==> config.mk <==
export PLATFORM = sky130hd
export DESIGN_NAME = layered_ellipse_face_pixel_generator_top_flat
export DESIGN_NICKNAME = d
export VERILOG_FILES = /design/src/rtl/core/lefpg_pkg.sv /design/src/rtl/core/lefpg_in_if.sv /design/src/rtl/core/lefpg_out_if.sv /design/src/rtl/core/lefpg_dist.sv /design/src/rtl/core/lefpg_hit.sv /design/src/rtl/core/lefpg_shade.sv /design/src/rtl/core/layered_ellipse_face_pixel_generator_top.sv /design/src/flat_wrapper.sv
export VERILOG_INCLUDE_DIRS = /design/src /design/src/rtl/core
export SDC_FILE = /design/constraint.sdc
export NUM_CORES = 2
export LEC_CHECK = 0
export BUFFER_PORTS_ARGS = -buffer_cell sky130_fd_sc_hd__buf_4
export CAP_MARGIN = 20
export CORE_AREA = 2 2 407 409
export CTS_BUF_LIST = sky130_fd_sc_hd__clkbuf_8
export DETAILED_ROUTE_END_ITERATION = 10
export DIE_AREA = 0 0 409 411
export PLACE_DENSITY = 0.58
export RECOVER_POWER = 25
export SETUP_SLACK_MARGIN = 0.15
export SYNTH_ARGS = -nofsm -noshare
export SYNTH_HDL_FRONTEND = slang
export SYNTH_SLANG_ARGS = --single-unit
==> constraint.sdc <==
create_clock -name clk_i -period 8.1 [get_ports clk_i]
set_input_delay 1.62 -clock clk_i [delete_from_list [all_inputs] [get_ports clk_i]]
set_output_delay 1.62 -clock clk_i [all_outputs]
set_load 0.05 [all_outputs]
==> src/rtl/core/layered_ellipse_face_pixel_generator_top_macros.svh <==
// Assertion macros shared by the face pixel generator RTL.
// Every macro samples on clk_i and is disabled while rst_ni is low.
`ifndef LAYERED_ELLIPSE_FACE_PIXEL_GENERATOR_TOP_MACROS_SVH
`define LAYERED_ELLIPSE_FACE_PIXEL_GENERATOR_TOP_MACROS_SVH

// The consequent must hold in the same cycle as the antecedent.
`define LEFPG_ASSERT_SAME(label, ante, cons, msg) \
  label: assert property (@(posedge clk_i) disable iff (!rst_ni) (ante) |-> (cons)) \
    else $error(msg);

// The consequent must hold in the cycle after the antecedent.
`define LEFPG_ASSERT_NEXT(label, ante, cons, msg) \
  label: assert property (@(posedge clk_i) disable iff (!rst_ni) (ante) |=> (cons)) \
    else $error(msg);

`endif

==> src/rtl/core/lefpg_pkg.sv <==
// Package for the face pixel generator: widths, geometry, palette and stage payloads.
// It also holds the elaboration-time builder of the moustache and brow span tables.
package lefpg_pkg;

  localparam int unsigned LOGICAL_WIDTH  = 160;
  localparam int unsigned LOGICAL_HEIGHT = 120;

  localparam int unsigned COL_W   = 8;
  localparam int unsigned ROW_W   = 7;
  localparam int unsigned MH_W    = 4;
  localparam int unsigned COLOR_W = 16;
  localparam int unsigned SQ_W    = 16;
  localparam int unsigned RSQ_W   = 12;
  localparam int unsigned MR_W    = 3;
  localparam int unsigned MR2_W   = 6;
  localparam int unsigned SPAN_W  = 8;

  localparam int MID            = 80;
  localparam int FACE_RX        = 33;
  localparam int FACE_RY        = 45;
  localparam int MOUTH_BASE_ROW = 88;
  localparam int MOUTH_HALF_W   = 9;
  localparam int EYE_L_X        = 66;
  localparam int EYE_R_X        = 94;

  localparam logic [SPAN_W-1:0] SPAN_EMPTY = 8'd255;

  typedef enum logic [0:0] {
    CURVE_MOUSTACHE = 1'b0,
    CURVE_BROW      = 1'b1
  } curve_e;

  function automatic logic [COLOR_W-1:0] rgb565(int r, int g, int b);
    logic [4:0] r5;
    logic [5:0] g6;
    logic [4:0] b5;
    r5 = 5'(r >> 3);
    g6 = 6'(g >> 2);
    b5 = 5'(b >> 3);
    return {r5, g6, b5};
  endfunction

  localparam logic [COLOR_W-1:0] COLOR_BG      = rgb565(10, 9, 11);
  localparam logic [COLOR_W-1:0] COLOR_HOOD    = rgb565(168, 26, 32);
  localparam logic [COLOR_W-1:0] COLOR_HOOD_DK = rgb565(108, 16, 21);
  localparam logic [COLOR_W-1:0] COLOR_SKIN    = rgb565(232, 197, 152);
  localparam logic [COLOR_W-1:0] COLOR_SHADE   = rgb565(206, 168, 122);
  localparam logic [COLOR_W-1:0] COLOR_INK     = rgb565(18, 15, 17);
  localparam logic [COLOR_W-1:0] COLOR_LIGHT   = rgb565(245, 242, 236);

  typedef struct packed {
    logic [COL_W-1:0] col;
    logic [ROW_W-1:0] row;
    logic [MR2_W-1:0] mr2;
    logic [SQ_W-1:0]  sx_mid;
    logic [SQ_W-1:0]  sx_l_hi;
    logic [SQ_W-1:0]  sx_l;
    logic [SQ_W-1:0]  sx_r_hi;
    logic [SQ_W-1:0]  sx_r;
    logic [SQ_W-1:0]  sy_mouth;
    logic [SQ_W-1:0]  sy_54;
    logic [SQ_W-1:0]  sy_56;
    logic [SQ_W-1:0]  sy_74;
    logic [SQ_W-1:0]  sy_17;
    logic [SQ_W-1:0]  sy_97;
    logic [SQ_W-1:0]  sy_57;
    logic [SQ_W-1:0]  sy_60;
  } dist_t;

  typedef struct packed {
    logic mouth;
    logic moustache;
    logic l_hi;
    logic l_pupil;
    logic l_white;
    logic r_hi;
    logic r_pupil;
    logic r_white;
    logic brow;
    logic nose;
    logic nose_line;
    logic face;
    logic face_top;
    logic face_bot;
    logic hood_dk;
    logic hood;
  } hit_t;

  // Squared distance between two 8-bit coordinates.
  function automatic logic [SQ_W-1:0] sq_dist(logic [7:0] v, logic [7:0] c);
    logic [7:0] d;
    d = (v >= c) ? (v - c) : (c - v);
    return SQ_W'({8'd0, d} * {8'd0, d});
  endfunction

  // Exact ellipse test: dx^2*ry^2 + dy^2*rx^2 <= rx^2*ry^2.
  function automatic logic ell_hit(logic [SQ_W-1:0] dx2, logic [SQ_W-1:0] dy2,
                                   logic [RSQ_W-1:0] rx2, logic [RSQ_W-1:0] ry2);
    logic [27:0] px;
    logic [27:0] py;
    logic [27:0] pr;
    logic [28:0] lhs;
    px  = {12'd0, dx2} * {16'd0, ry2};
    py  = {12'd0, dy2} * {16'd0, rx2};
    pr  = {16'd0, rx2} * {16'd0, ry2};
    lhs = {1'b0, px} + {1'b0, py};
    return lhs <= {1'b0, pr};
  endfunction

  // Top row (upper byte) and bottom row (lower byte) of one column's curve span.
  function automatic logic [2*SPAN_W-1:0] curve_span(int c, int w, int h, curve_e kind);
    int top;
    int bot;
    int x;
    int y;
    int n;
    int lo;
    int hi;
    int s;
    int i;
    top = 255;
    bot = 0;
    n   = (kind == CURVE_BROW) ? 20 : 48;
    for (s = -1; s <= 1; s += 2) begin
      for (i = 0; i <= n; i++) begin
        if (kind == CURVE_BROW) begin
          x = MID + s * (7 + (4 * i) / 5);
          y = (8800 - 50 * i + 9 * (i - 8) * (i - 8)) / 200;
        end else begin
          x = MID + s * ((13 * i) / 24);
          y = (1474560 + i * i * (232 - 7 * i)) / 18432;
        end
        lo = y - 2;
        hi = y + 2;
        if (lo < 0) lo = 0;
        if (hi > h - 1) hi = h - 1;
        if (c >= x - 2 && c <= x + 2 && c < w) begin
          if (lo < top) top = lo;
          if (hi > bot) bot = hi;
        end
      end
    end
    return {SPAN_W'(top), SPAN_W'(bot)};
  endfunction

endpackage

==> src/rtl/core/lefpg_in_if.sv <==
// Input channel of the face pixel generator: one pixel coordinate and mouth height per beat.
// Depends on lefpg_pkg for the field widths.
interface lefpg_in_if;
  logic                           valid;
  logic                           ready;
  logic [lefpg_pkg::COL_W-1:0]    col;
  logic [lefpg_pkg::ROW_W-1:0]    row;
  logic [lefpg_pkg::MH_W-1:0]     mouth_height;

  modport source (output valid, output col, output row, output mouth_height, input ready);
  modport sink (input valid, input col, input row, input mouth_height, output ready);
endinterface

==> src/rtl/core/lefpg_out_if.sv <==
// Output channel of the face pixel generator: one RGB565 color per beat.
// Depends on lefpg_pkg for the color width.
interface lefpg_out_if;
  logic                           valid;
  logic                           ready;
  logic [lefpg_pkg::COLOR_W-1:0]  color;

  modport source (output valid, output color, input ready);
  modport sink (input valid, input color, output ready);
endinterface

==> src/rtl/core/lefpg_dist.sv <==
// First pipeline stage: mouth radius and squared distances to every fixed center and to the mouth center.
// Depends on lefpg_pkg and the shared assertion macros.
`include "layered_ellipse_face_pixel_generator_top_macros.svh"

module lefpg_dist (
  input  logic                         clk_i,
  input  logic                         rst_ni,
  input  logic                         valid_i,
  output logic                         ready_o,
  input  logic [lefpg_pkg::COL_W-1:0]  col_i,
  input  logic [lefpg_pkg::ROW_W-1:0]  row_i,
  input  logic [lefpg_pkg::MH_W-1:0]   mouth_height_i,
  output logic                         valid_o,
  input  logic                         ready_i,
  output lefpg_pkg::dist_t             dist_o
);

  logic                          valid_q;
  lefpg_pkg::dist_t              dist_d;
  lefpg_pkg::dist_t              dist_q;
  logic [lefpg_pkg::MR_W-1:0]    mr;
  logic [7:0]                    row8;
  logic [7:0]                    mouth_row;

  assign ready_o = !valid_q || ready_i;

  always_comb begin
    mr        = (mouth_height_i[3:1] == 3'd0) ? 3'd1 : mouth_height_i[3:1];
    row8      = {1'b0, row_i};
    mouth_row = 8'(lefpg_pkg::MOUTH_BASE_ROW) + {5'd0, mr};

    dist_d.col      = col_i;
    dist_d.row      = row_i;
    dist_d.mr2      = lefpg_pkg::MR2_W'({3'd0, mr} * {3'd0, mr});
    dist_d.sx_mid   = lefpg_pkg::sq_dist(col_i, 8'(lefpg_pkg::MID));
    dist_d.sx_l_hi  = lefpg_pkg::sq_dist(col_i, 8'(lefpg_pkg::EYE_L_X - 1));
    dist_d.sx_l     = lefpg_pkg::sq_dist(col_i, 8'(lefpg_pkg::EYE_L_X));
    dist_d.sx_r_hi  = lefpg_pkg::sq_dist(col_i, 8'(lefpg_pkg::EYE_R_X - 1));
    dist_d.sx_r     = lefpg_pkg::sq_dist(col_i, 8'(lefpg_pkg::EYE_R_X));
    dist_d.sy_mouth = lefpg_pkg::sq_dist(row8, mouth_row);
    dist_d.sy_54    = lefpg_pkg::sq_dist(row8, 8'd54);
    dist_d.sy_56    = lefpg_pkg::sq_dist(row8, 8'd56);
    dist_d.sy_74    = lefpg_pkg::sq_dist(row8, 8'd74);
    dist_d.sy_17    = lefpg_pkg::sq_dist(row8, 8'd17);
    dist_d.sy_97    = lefpg_pkg::sq_dist(row8, 8'd97);
    dist_d.sy_57    = lefpg_pkg::sq_dist(row8, 8'd57);
    dist_d.sy_60    = lefpg_pkg::sq_dist(row8, 8'd60);
  end

  always_ff @(posedge clk_i or negedge rst_ni) begin
    if (!rst_ni) begin
      valid_q <= 1'b0;
    end else if (ready_o) begin
      valid_q <= valid_i;
    end
  end

  always_ff @(posedge clk_i) begin
    if (valid_i && ready_o) begin
      dist_q <= dist_d;
    end
  end

  assign valid_o = valid_q;
  assign dist_o  = dist_q;

  `LEFPG_ASSERT_NEXT(a_dist_takes_beat, valid_i && ready_o, valid_o, "accepted beat missing in stage one")

endmodule

==> src/rtl/core/lefpg_hit.sv <==
// Second pipeline stage: ellipse tests, span table lookups and band tests per layer.
// Depends on lefpg_pkg and the shared assertion macros.
`include "layered_ellipse_face_pixel_generator_top_macros.svh"

module lefpg_hit #(
  parameter int unsigned LOGICAL_WIDTH  = lefpg_pkg::LOGICAL_WIDTH,
  parameter int unsigned LOGICAL_HEIGHT = lefpg_pkg::LOGICAL_HEIGHT
) (
  input  logic              clk_i,
  input  logic              rst_ni,
  input  logic              valid_i,
  output logic              ready_o,
  input  lefpg_pkg::dist_t  dist_i,
  output logic              valid_o,
  input  logic              ready_i,
  output lefpg_pkg::hit_t   hit_o
);

  localparam int unsigned IDX_W     = $clog2(LOGICAL_WIDTH);
  localparam int unsigned TAB_DEPTH = 2 ** IDX_W;

  logic [lefpg_pkg::SPAN_W-1:0] mt_tab [TAB_DEPTH];
  logic [lefpg_pkg::SPAN_W-1:0] mb_tab [TAB_DEPTH];
  logic [lefpg_pkg::SPAN_W-1:0] bt_tab [TAB_DEPTH];
  logic [lefpg_pkg::SPAN_W-1:0] bb_tab [TAB_DEPTH];

  for (genvar c = 0; c < TAB_DEPTH; c++) begin : g_col
    localparam logic [2*lefpg_pkg::SPAN_W-1:0] MSPAN =
      lefpg_pkg::curve_span(c, LOGICAL_WIDTH, LOGICAL_HEIGHT, lefpg_pkg::CURVE_MOUSTACHE);
    localparam logic [2*lefpg_pkg::SPAN_W-1:0] BSPAN =
      lefpg_pkg::curve_span(c, LOGICAL_WIDTH, LOGICAL_HEIGHT, lefpg_pkg::CURVE_BROW);
    assign mt_tab[c] = MSPAN[2*lefpg_pkg::SPAN_W-1:lefpg_pkg::SPAN_W];
    assign mb_tab[c] = MSPAN[lefpg_pkg::SPAN_W-1:0];
    assign bt_tab[c] = BSPAN[2*lefpg_pkg::SPAN_W-1:lefpg_pkg::SPAN_W];
    assign bb_tab[c] = BSPAN[lefpg_pkg::SPAN_W-1:0];
  end

  logic                         valid_q;
  lefpg_pkg::hit_t              hit_d;
  lefpg_pkg::hit_t              hit_q;
  logic [IDX_W-1:0]             idx;
  logic [lefpg_pkg::SPAN_W-1:0] mt;
  logic [lefpg_pkg::SPAN_W-1:0] mb;
  logic [lefpg_pkg::SPAN_W-1:0] bt;
  logic [lefpg_pkg::SPAN_W-1:0] bb;
  logic [7:0]                   row8;
  logic [7:0]                   col8;

  assign ready_o = !valid_q || ready_i;

  always_comb begin
    idx  = dist_i.col[IDX_W-1:0];
    mt   = mt_tab[idx];
    mb   = mb_tab[idx];
    bt   = bt_tab[idx];
    bb   = bb_tab[idx];
    row8 = {1'b0, dist_i.row};
    col8 = dist_i.col;

    hit_d.mouth     = lefpg_pkg::ell_hit(dist_i.sx_mid, dist_i.sy_mouth,
                        12'(lefpg_pkg::MOUTH_HALF_W * lefpg_pkg::MOUTH_HALF_W),
                        lefpg_pkg::RSQ_W'(dist_i.mr2));
    hit_d.moustache = (mt != lefpg_pkg::SPAN_EMPTY) && (row8 >= mt) && (row8 <= mb);
    hit_d.l_hi      = lefpg_pkg::ell_hit(dist_i.sx_l_hi, dist_i.sy_54, 12'd1, 12'd1);
    hit_d.l_pupil   = lefpg_pkg::ell_hit(dist_i.sx_l, dist_i.sy_56, 12'd16, 12'd16);
    hit_d.l_white   = lefpg_pkg::ell_hit(dist_i.sx_l, dist_i.sy_56, 12'd64, 12'd81);
    hit_d.r_hi      = lefpg_pkg::ell_hit(dist_i.sx_r_hi, dist_i.sy_54, 12'd1, 12'd1);
    hit_d.r_pupil   = lefpg_pkg::ell_hit(dist_i.sx_r, dist_i.sy_56, 12'd16, 12'd16);
    hit_d.r_white   = lefpg_pkg::ell_hit(dist_i.sx_r, dist_i.sy_56, 12'd64, 12'd81);
    hit_d.brow      = (bt != lefpg_pkg::SPAN_EMPTY) && (row8 >= bt) && (row8 <= bb);
    hit_d.nose      = lefpg_pkg::ell_hit(dist_i.sx_mid, dist_i.sy_74, 12'd25, 12'd9);
    hit_d.nose_line = ((col8 == 8'(lefpg_pkg::MID - 3)) || (col8 == 8'(lefpg_pkg::MID + 3)))
                      && (row8 >= 8'd60) && (row8 <= 8'd73);
    hit_d.face      = lefpg_pkg::ell_hit(dist_i.sx_mid, dist_i.sy_56,
                        12'(lefpg_pkg::FACE_RX * lefpg_pkg::FACE_RX),
                        12'(lefpg_pkg::FACE_RY * lefpg_pkg::FACE_RY));
    hit_d.face_top  = lefpg_pkg::ell_hit(dist_i.sx_mid, dist_i.sy_17,
                        12'(lefpg_pkg::FACE_RX * lefpg_pkg::FACE_RX), 12'd144);
    hit_d.face_bot  = lefpg_pkg::ell_hit(dist_i.sx_mid, dist_i.sy_97, 12'd841, 12'd196);
    hit_d.hood_dk   = lefpg_pkg::ell_hit(dist_i.sx_mid, dist_i.sy_57, 12'd1296, 12'd2304)
                      || ((row8 > 8'd57) && (col8 >= 8'(lefpg_pkg::MID - 36))
                          && (col8 <= 8'(lefpg_pkg::MID + 36)));
    hit_d.hood      = lefpg_pkg::ell_hit(dist_i.sx_mid, dist_i.sy_60, 12'd2704, 12'd3364)
                      || ((row8 > 8'd60) && (col8 >= 8'(lefpg_pkg::MID - 52))
                          && (col8 <= 8'(lefpg_pkg::MID + 52)));
  end

  always_ff @(posedge clk_i or negedge rst_ni) begin
    if (!rst_ni) begin
      valid_q <= 1'b0;
    end else if (ready_o) begin
      valid_q <= valid_i;
    end
  end

  always_ff @(posedge clk_i) begin
    if (valid_i && ready_o) begin
      hit_q <= hit_d;
    end
  end

  assign valid_o = valid_q;
  assign hit_o   = hit_q;

  `LEFPG_ASSERT_SAME(a_eyes_disjoint, valid_o, $onehot0({hit_o.l_hi | hit_o.l_pupil | hit_o.l_white, hit_o.r_hi | hit_o.r_pupil | hit_o.r_white}), "pixel hits both eyes")

endmodule

==> src/rtl/core/lefpg_shade.sv <==
// Third pipeline stage: front-to-back layer priority and the registered output color.
// Depends on lefpg_pkg and the shared assertion macros.
`include "layered_ellipse_face_pixel_generator_top_macros.svh"

module lefpg_shade (
  input  logic                           clk_i,
  input  logic                           rst_ni,
  input  logic                           valid_i,
  output logic                           ready_o,
  input  lefpg_pkg::hit_t                hit_i,
  output logic                           valid_o,
  input  logic                           ready_i,
  output logic [lefpg_pkg::COLOR_W-1:0]  color_o
);

  logic                          valid_q;
  logic [lefpg_pkg::COLOR_W-1:0] color_d;
  logic [lefpg_pkg::COLOR_W-1:0] color_q;

  assign ready_o = !valid_q || ready_i;

  always_comb begin
    if (hit_i.mouth || hit_i.moustache) begin
      color_d = lefpg_pkg::COLOR_INK;
    end else if (hit_i.l_hi) begin
      color_d = lefpg_pkg::COLOR_LIGHT;
    end else if (hit_i.l_pupil) begin
      color_d = lefpg_pkg::COLOR_INK;
    end else if (hit_i.l_white || hit_i.r_hi) begin
      color_d = lefpg_pkg::COLOR_LIGHT;
    end else if (hit_i.r_pupil) begin
      color_d = lefpg_pkg::COLOR_INK;
    end else if (hit_i.r_white) begin
      color_d = lefpg_pkg::COLOR_LIGHT;
    end else if (hit_i.brow) begin
      color_d = lefpg_pkg::COLOR_INK;
    end else if (hit_i.nose || hit_i.nose_line) begin
      color_d = lefpg_pkg::COLOR_SHADE;
    end else if (hit_i.face) begin
      color_d = (hit_i.face_top || hit_i.face_bot) ? lefpg_pkg::COLOR_SHADE
                                                   : lefpg_pkg::COLOR_SKIN;
    end else if (hit_i.hood_dk) begin
      color_d = lefpg_pkg::COLOR_HOOD_DK;
    end else if (hit_i.hood) begin
      color_d = lefpg_pkg::COLOR_HOOD;
    end else begin
      color_d = lefpg_pkg::COLOR_BG;
    end
  end

  always_ff @(posedge clk_i or negedge rst_ni) begin
    if (!rst_ni) begin
      valid_q <= 1'b0;
    end else if (ready_o) begin
      valid_q <= valid_i;
    end
  end

  always_ff @(posedge clk_i) begin
    if (valid_i && ready_o) begin
      color_q <= color_d;
    end
  end

  assign valid_o = valid_q;
  assign color_o = color_q;

  `LEFPG_ASSERT_SAME(a_color_in_palette, valid_o, (color_o == lefpg_pkg::COLOR_BG) || (color_o == lefpg_pkg::COLOR_HOOD) || (color_o == lefpg_pkg::COLOR_HOOD_DK) || (color_o == lefpg_pkg::COLOR_SKIN) || (color_o == lefpg_pkg::COLOR_SHADE) || (color_o == lefpg_pkg::COLOR_INK) || (color_o == lefpg_pkg::COLOR_LIGHT), "output color outside the palette")

endmodule

==> src/rtl/core/layered_ellipse_face_pixel_generator_top.sv <==
// Face pixel generator: takes one pixel coordinate and mouth height per beat and returns
// its RGB565 color. A new pixel is accepted every clock; the rate is set by the
// three-stage pipeline (squared distances, layer tests with span table lookups,
// priority select), whose registers the pixel passes in that order and which stalls
// only under output backpressure.
// The span tables are constant logic, so no clearing pass follows reset.
`include "layered_ellipse_face_pixel_generator_top_macros.svh"

module layered_ellipse_face_pixel_generator_top #(
  parameter int unsigned LOGICAL_WIDTH  = lefpg_pkg::LOGICAL_WIDTH,
  parameter int unsigned LOGICAL_HEIGHT = lefpg_pkg::LOGICAL_HEIGHT
) (
  input  logic         clk_i,
  input  logic         rst_ni,
  lefpg_in_if.sink     pix_i,
  lefpg_out_if.source  pix_o
);

  logic             dist_valid;
  logic             dist_ready;
  lefpg_pkg::dist_t sq_data;
  logic             hit_valid;
  logic             hit_ready;
  lefpg_pkg::hit_t  hit;

  lefpg_dist u_dist (
    .clk_i          (clk_i),
    .rst_ni         (rst_ni),
    .valid_i        (pix_i.valid),
    .ready_o        (pix_i.ready),
    .col_i          (pix_i.col),
    .row_i          (pix_i.row),
    .mouth_height_i (pix_i.mouth_height),
    .valid_o        (dist_valid),
    .ready_i        (dist_ready),
    .dist_o         (sq_data)
  );

  lefpg_hit #(
    .LOGICAL_WIDTH  (LOGICAL_WIDTH),
    .LOGICAL_HEIGHT (LOGICAL_HEIGHT)
  ) u_hit (
    .clk_i   (clk_i),
    .rst_ni  (rst_ni),
    .valid_i (dist_valid),
    .ready_o (dist_ready),
    .dist_i  (sq_data),
    .valid_o (hit_valid),
    .ready_i (hit_ready),
    .hit_o   (hit)
  );

  lefpg_shade u_shade (
    .clk_i   (clk_i),
    .rst_ni  (rst_ni),
    .valid_i (hit_valid),
    .ready_o (hit_ready),
    .hit_i   (hit),
    .valid_o (pix_o.valid),
    .ready_i (pix_o.ready),
    .color_o (pix_o.color)
  );

  `LEFPG_ASSERT_SAME(a_stall_only_on_backpressure, !pix_i.ready, pix_o.valid && !pix_o.ready, "input stalled without output backpressure")
  `LEFPG_ASSERT_SAME(a_full_pipe_on_stall, !pix_i.ready, dist_valid && hit_valid, "input stalled with a bubble in the pipeline")

endmodule
==> src/flat_wrapper.sv <==
// flat-port wrapper written by rule: the top's interface ports become plain ports
module layered_ellipse_face_pixel_generator_top_flat 
#(
  parameter int unsigned LOGICAL_WIDTH  = lefpg_pkg::LOGICAL_WIDTH,
  parameter int unsigned LOGICAL_HEIGHT = lefpg_pkg::LOGICAL_HEIGHT
)
  (clk_i, rst_ni, pix_i_valid, pix_i_col, pix_i_row, pix_i_mouth_height, pix_i_ready, pix_o_valid, pix_o_color, pix_o_ready);
  lefpg_in_if pix_i_i ();
  lefpg_out_if pix_o_i ();
  input  logic clk_i;
  input  logic rst_ni;
  input wire logic [$bits(pix_i_i.valid)-1:0] pix_i_valid;
  input wire logic [$bits(pix_i_i.col)-1:0] pix_i_col;
  input wire logic [$bits(pix_i_i.row)-1:0] pix_i_row;
  input wire logic [$bits(pix_i_i.mouth_height)-1:0] pix_i_mouth_height;
  output wire logic [$bits(pix_i_i.ready)-1:0] pix_i_ready;
  output wire logic [$bits(pix_o_i.valid)-1:0] pix_o_valid;
  output wire logic [$bits(pix_o_i.color)-1:0] pix_o_color;
  input wire logic [$bits(pix_o_i.ready)-1:0] pix_o_ready;
  assign pix_i_i.valid = pix_i_valid;
  assign pix_i_i.col = pix_i_col;
  assign pix_i_i.row = pix_i_row;
  assign pix_i_i.mouth_height = pix_i_mouth_height;
  assign pix_i_ready = pix_i_i.ready;
  assign pix_o_valid = pix_o_i.valid;
  assign pix_o_color = pix_o_i.color;
  assign pix_o_i.ready = pix_o_ready;
  layered_ellipse_face_pixel_generator_top #(.LOGICAL_WIDTH(LOGICAL_WIDTH), .LOGICAL_HEIGHT(LOGICAL_HEIGHT)) u_core (.clk_i(clk_i), .rst_ni(rst_ni), .pix_i(pix_i_i), .pix_o(pix_o_i));
endmodule
* Word-level counts from Yosys, hierarchy flattened *
Memory sizes are Yosys's and may differ from the RTL's.
Index checks and enable logic that the tools add are counted.

cells by class
  $lt $le $gt $ge = 39
  equality and inequality tests = 4
  $mul = 31
  shift-type cells = 0
  $add $sub $neg = 40
  divide/modulo/power cells = 0
  bitwise gates (word level) = 1
  mux-type cells = 33
  reduce and logical (&&, ||, !) cells = 28

operators by type and width
  cell                      count
  $mul A8 B8 Y16            13
  $mux W8                   21
  $mux W16                  10
  $mul A16 B7 Y23 const B   4
  $mul A16 B11 Y27 const B  3
  $mul A16 B4 Y20 const B   3
  $mul A16 B10 Y26 const B  2
  $add A23 B22 Y24          2
  $le A24 B13 Y1 const B    2
  $add A20 B20 Y21          2
  $le A21 B9 Y1 const B     2
  $ge A8 B7 Y1 const B      5
  $sub A7 B8 Y8 const A     5
  $sub A8 B7 Y8 const B     5
  $ge A7 B6 Y1 const B      5
  $add A16 B16 Y17          2
  $le A17 B1 Y1 const B     2
  $sub A6 B7 Y8 const A     4
  $sub A7 B6 Y8 const B     4
  $add A28 B27 Y29          1
  $add A28 B28 Y29          1
  $le A29 B22 Y1 const B    1
  $le A29 B24 Y1 const B    1
  $add A24 B27 Y28          1
  43 further kinds          75

storage, ports and cells
  memory bits (read-only) = 8,192
  input bits = 23
  register bits after elaboration = 264
  output and inout port bits = 18
  latch bits = 0
  memories = 4
  bits in writable memories = 0

memory list
  name             words  bits a word  rd ports  clocked after memory_dff  wr ports  line             RTL
  (no name shown)  256    8            1         0                         0         lefpg_hit.sv:56  bb = bb_tab[idx];
  (no name shown)  256    8            1         0                         0         lefpg_hit.sv:55  bt = bt_tab[idx];
  (no name shown)  256    8            1         0                         0         lefpg_hit.sv:54  mb = mb_tab[idx];
  (no name shown)  256    8            1         0                         0         lefpg_hit.sv:53  mt = mt_tab[idx];

* Depth between registers and ports, before layout *
  word-level depth = 10
  gate-level depth with buffers = 35

* Modules after synthesis *
From an unflattened synthesis, not the netlist that was laid out.

second synthesis, totals
  cell total of the unflattened synthesis = 7,746
  area total of the unflattened synthesis = 69,663.1 µm²

by module, submodules not included
  module       area an instance (µm²)  cells an instance  times used
  lefpg_hit    38,869.8                4,535              1
  lefpg_dist   30,052.6                3,146              1
  lefpg_shade  740.7                   65                 1

* Worst setup path after synthesis *
Ideal clock, no wire load.

  path kind = input -> register
  start = in pix_i_row[0]
  end = reg u_core.u_dist.dist_q, in the netlist u_core.u_dist.dist_o[127], data pin
  library setup time = 259 ps
  path buffers = 2
  setup slack = -438 ps
  cell stages on the path = 29
  arrival = 8,279 ps
  cells stage by stage = inv_1 -> clkbuf_1 -> clkbuf_1 -> ha_1 -> inv_1 -> fa_1 -> a21oi_1 -> a211oi_1 -> o21ai_1 -> a21oi_1 -> or2_2 -> xnor2_1 -> inv_1 -> nand2_1 -> inv_1 -> fa_1 -> inv_1 -> fa_1 -> fa_1 -> fa_1 -> inv_1 -> ha_1 -> a21oi_1 -> nor2b_1 -> o21a_1 -> o21a_1 -> o21a_1 -> o41a_1 -> xor2_1

RTL lines
  element               line                RTL
  from (decl)           flat_wrapper.sv:14  input wire logic [$bits(pix_i_i.row)-1:0] pix_i_row;
  to (signal assigned)  lefpg_dist.sv:60    dist_q <= dist_d;
  to (decl)             lefpg_dist.sv:20    lefpg_pkg::dist_t dist_q;

==> reports/metrics.yaml <==
status: "complete, but fails checks"
violations: "max-capacitance violations, max-slew violations"
clk_pin_slew_ns: 0.06
synth-seq-cells: 235
synth_most_common_cell: "ha_1"
die_w_microns: 409
maxSlewViolCount: 66
drc: 0
instances_no_fill: 9625
synthArstFlopShare_pct: 1.28
htreeDepth: 2
synth_ff_type: "edfxtp_1"
critical_path_class: "input pin to register"
drtPass1Iterations: 7
clock_sinks: 235
yosysTopAreaCellShare_pct: 27.0
synth_cells: 7142
gp_congestion: 0.908
vias: 49300
grt_max_degree: 138
hold_end: "u_core.u_hit.valid_o$_DFFE_PN0P_"
synth_edf_count: 232
synth_top_cell_by_area: "ha_1"
layout_setup_ws_ns: 0.368
hold_start: "u_core.u_dist.valid_o$_DFFE_PN0N_"
rsz0062_at_grt: "true"
drive_above_1_share_pct: 5.64
placed_cells: 9535
synth_common_cells: "1402 x ha_1, 1380 x inv_1, 755 x fa_1"
numPortBuffers: 39
drt-wirelength-per-cell_microns: 16.8
dp_hpwl_mm: 138
min_path_type: "register to register"
rrSetupSlack_ns: 0.39
hold_depth: 1
grt_remaining_overflow: 0
ys_types: 111
place_ws_ns: 0.0260
yosysSeqAreaShare_pct: 10.8
fin_skew_ns: 0.0512
die_area_sq_um: 168000
worstPathMaxFanout: 9
cap_viol_max_count: 1
wl_mm: 161
hold_buffers: 0
syn_avg_cell_area_sq_um: 9.10
period_share_pct: 95.5
netlist_area_sq_um: 65000
crit_arrival_ns: 8.14
hold_ws_ns: 0.497
cp_slowest_stage_delay_ns: 0.55
ys_warn_count: 0
start_util_pct: 39.7
start_kind: "input pin"
ios: 41
cts_buffers: 47
syn2layout_area_growth_pct: 8.40
clock_latency_ns: 0.72
setup_viol_count_final: 0
vias_per_cell: 5.12
reg2reg_from: "u_core.u_dist.dist_o[195]$_DFFE_PP_"
period_minus_slack_ns: 7.73
cpMostUsedCell: "inv_1"
grt_pass1_wl_mm: 264
cp.required_ns: 8.51
dieHeight_microns: 411
drt_iter0_drc: 2616
ant_nets: 0
rr_endpoint: "u_core.u_hit.hit_o[4]$_DFFE_PP_"
max_freq_mhz: 129
cts_root_buf: "clkbuf_8"
grt_pass1_vias: 50300
core_sq_um: 164000
hold_viol_final: 0
tightest_slew_ns: 4.49
critical-path-slowest-cell: "fa_1"
slew_headroom_pct: -199
end_kind: "register"
rows: 149
layout.nets: 9576
clockBufferDepth: 3
grtUsageTotal_pct: 19.4
tns_ns: 0
fill_cells: 16000
reg2reg_depth: 28
synthTopCellsByArea: "ha_1 27%, fa_1 23%, edfxtp_1 11%, inv_1 8.0%, xnor2_1 4.6%"
cts_tree: "yes"
antenna_found_initial: 5
==> how the worst max path moves through the flow <==
stage                                             start                                  end  cells after the start
finish                                     pix_i_row[0]   u_core.u_dist.dist_o[47]$_DFFE_PP_                     29
detailed placement                         pix_i_row[0]   u_core.u_dist.dist_o[47]$_DFFE_PP_                     29
global route                               pix_i_col[3]  u_core.u_dist.dist_o[143]$_DFFE_PP_                     28
CTS                 u_core.u_dist.dist_o[195]$_DFFE_PP_      u_core.u_hit.hit_o[2]$_DFFE_PP_                     30
global placement                           pix_i_row[0]   u_core.u_dist.dist_o[47]$_DFFE_PP_                     29
floorplan                                  pix_i_row[0]  u_core.u_dist.dist_o[127]$_DFFE_PP_                     29
==> registers in the layout, indices dropped and copies added, names as in the netlist <==
signal and count:
u_core.u_dist.dist_o 202, u_core.u_dist.valid_o 1, u_core.u_hit.hit_o 16, u_core.u_hit.valid_o 1, u_core.u_shade.color_o 14, u_core.u_shade.valid_o 1
==> cells in the final DEF, fill, tap and decap left out, types with 14 or more instances in the layout <==
cell type     n
a2111oi_0    15
a211oi_1     33
a21o_1       91
a21oi_1     311
a31oi_1      32
and2_1       62
and3_1       23
buf_4       234
clkbuf_1     17
clkbuf_8     50
conb_1       52
edfxtp_1    232
fa_1        755
ha_1       1402
inv_1      1389
mux2i_1      38
nand2_1     300
nand2b_1     65
nand3_1      79
nand3b_1     14
nand4_1      29
nor2_1      664
nor2b_1      74
nor3_1      145
nor4_1       31
o211ai_1     26
o21a_1       85
o21ai_0     227
o21ai_1      18
o21bai_1     62
o22ai_1      17
o31ai_1      23
o41a_1       19
o41ai_1      15
or2_2        31
or3_1        25
xnor2_1     341
xor2_1      105
==> area by class of cell <==
class | count | area, sq um | area share, %
diodes | 1 | 2.50 | 0.00355
clock buffers | 50 | 688 | 0.977
clock inverters | 38 | 294 | 0.417
inverters | 1385 | 5200 | 7.38
multi-input cells | 5470 | 52600 | 74.6
flip-flops and latches | 235 | 7040 | 10.0
well taps | 2189 | 2740 | 3.89
repair buffers | 257 | 1930 | 2.74
==> per-layer routing <==
layer	up-vias	track usage, %	wire (microns)
li1	24300	-	-
met1	23800	26.7	75800
met2	913	32.6	74700
met3	185	2.19	7040
met4	0	4.61	3950
met5	-	0	0
==> repair_timing <==
action / CTS / global route
endpoints found under the setup margin: 0 / 1
endpoints found under the hold margin: 0 / 0
setup buffers: 0 / 1
resized for setup: 0 / 3
==> cell families after synthesis <==
kind of cell,Yosys count,share of synthesized area (%)
fa+ha+maj,2157,50.2
simple gates,1597,11.4
buf+inv,1487,8.63
compound gates,1164,12.0
xor+xnor,449,6.07
flops,235,10.8
mux,51,0.810
other cells,2,0.0116
==> stage by stage <==
step | area, sq um | utilization [%]
global placement | 69500 | 42.4
global route | 70500 | 43.0
finish | 70500 | 43.0
floorplan | 65200 | -
CTS | 70500 | 43.0
detailed placement | 69500 | 42.4
==> worst max-delay path, delay by kind of cell <==
family / cells / cell delay (ns)
adder cells (fa/ha/maj): 6 / 2.37
XOR/XNOR: 2 / 0.38
AND/OR/NAND/NOR: 4 / 0.41
AO/OA/AOI/OAI: 10 / 2.36
buffers and inverters: 7 / 0.96
Power is not shown: default switching activity piles up to over one toggle a cycle in this logic, so the estimate is an artifact.
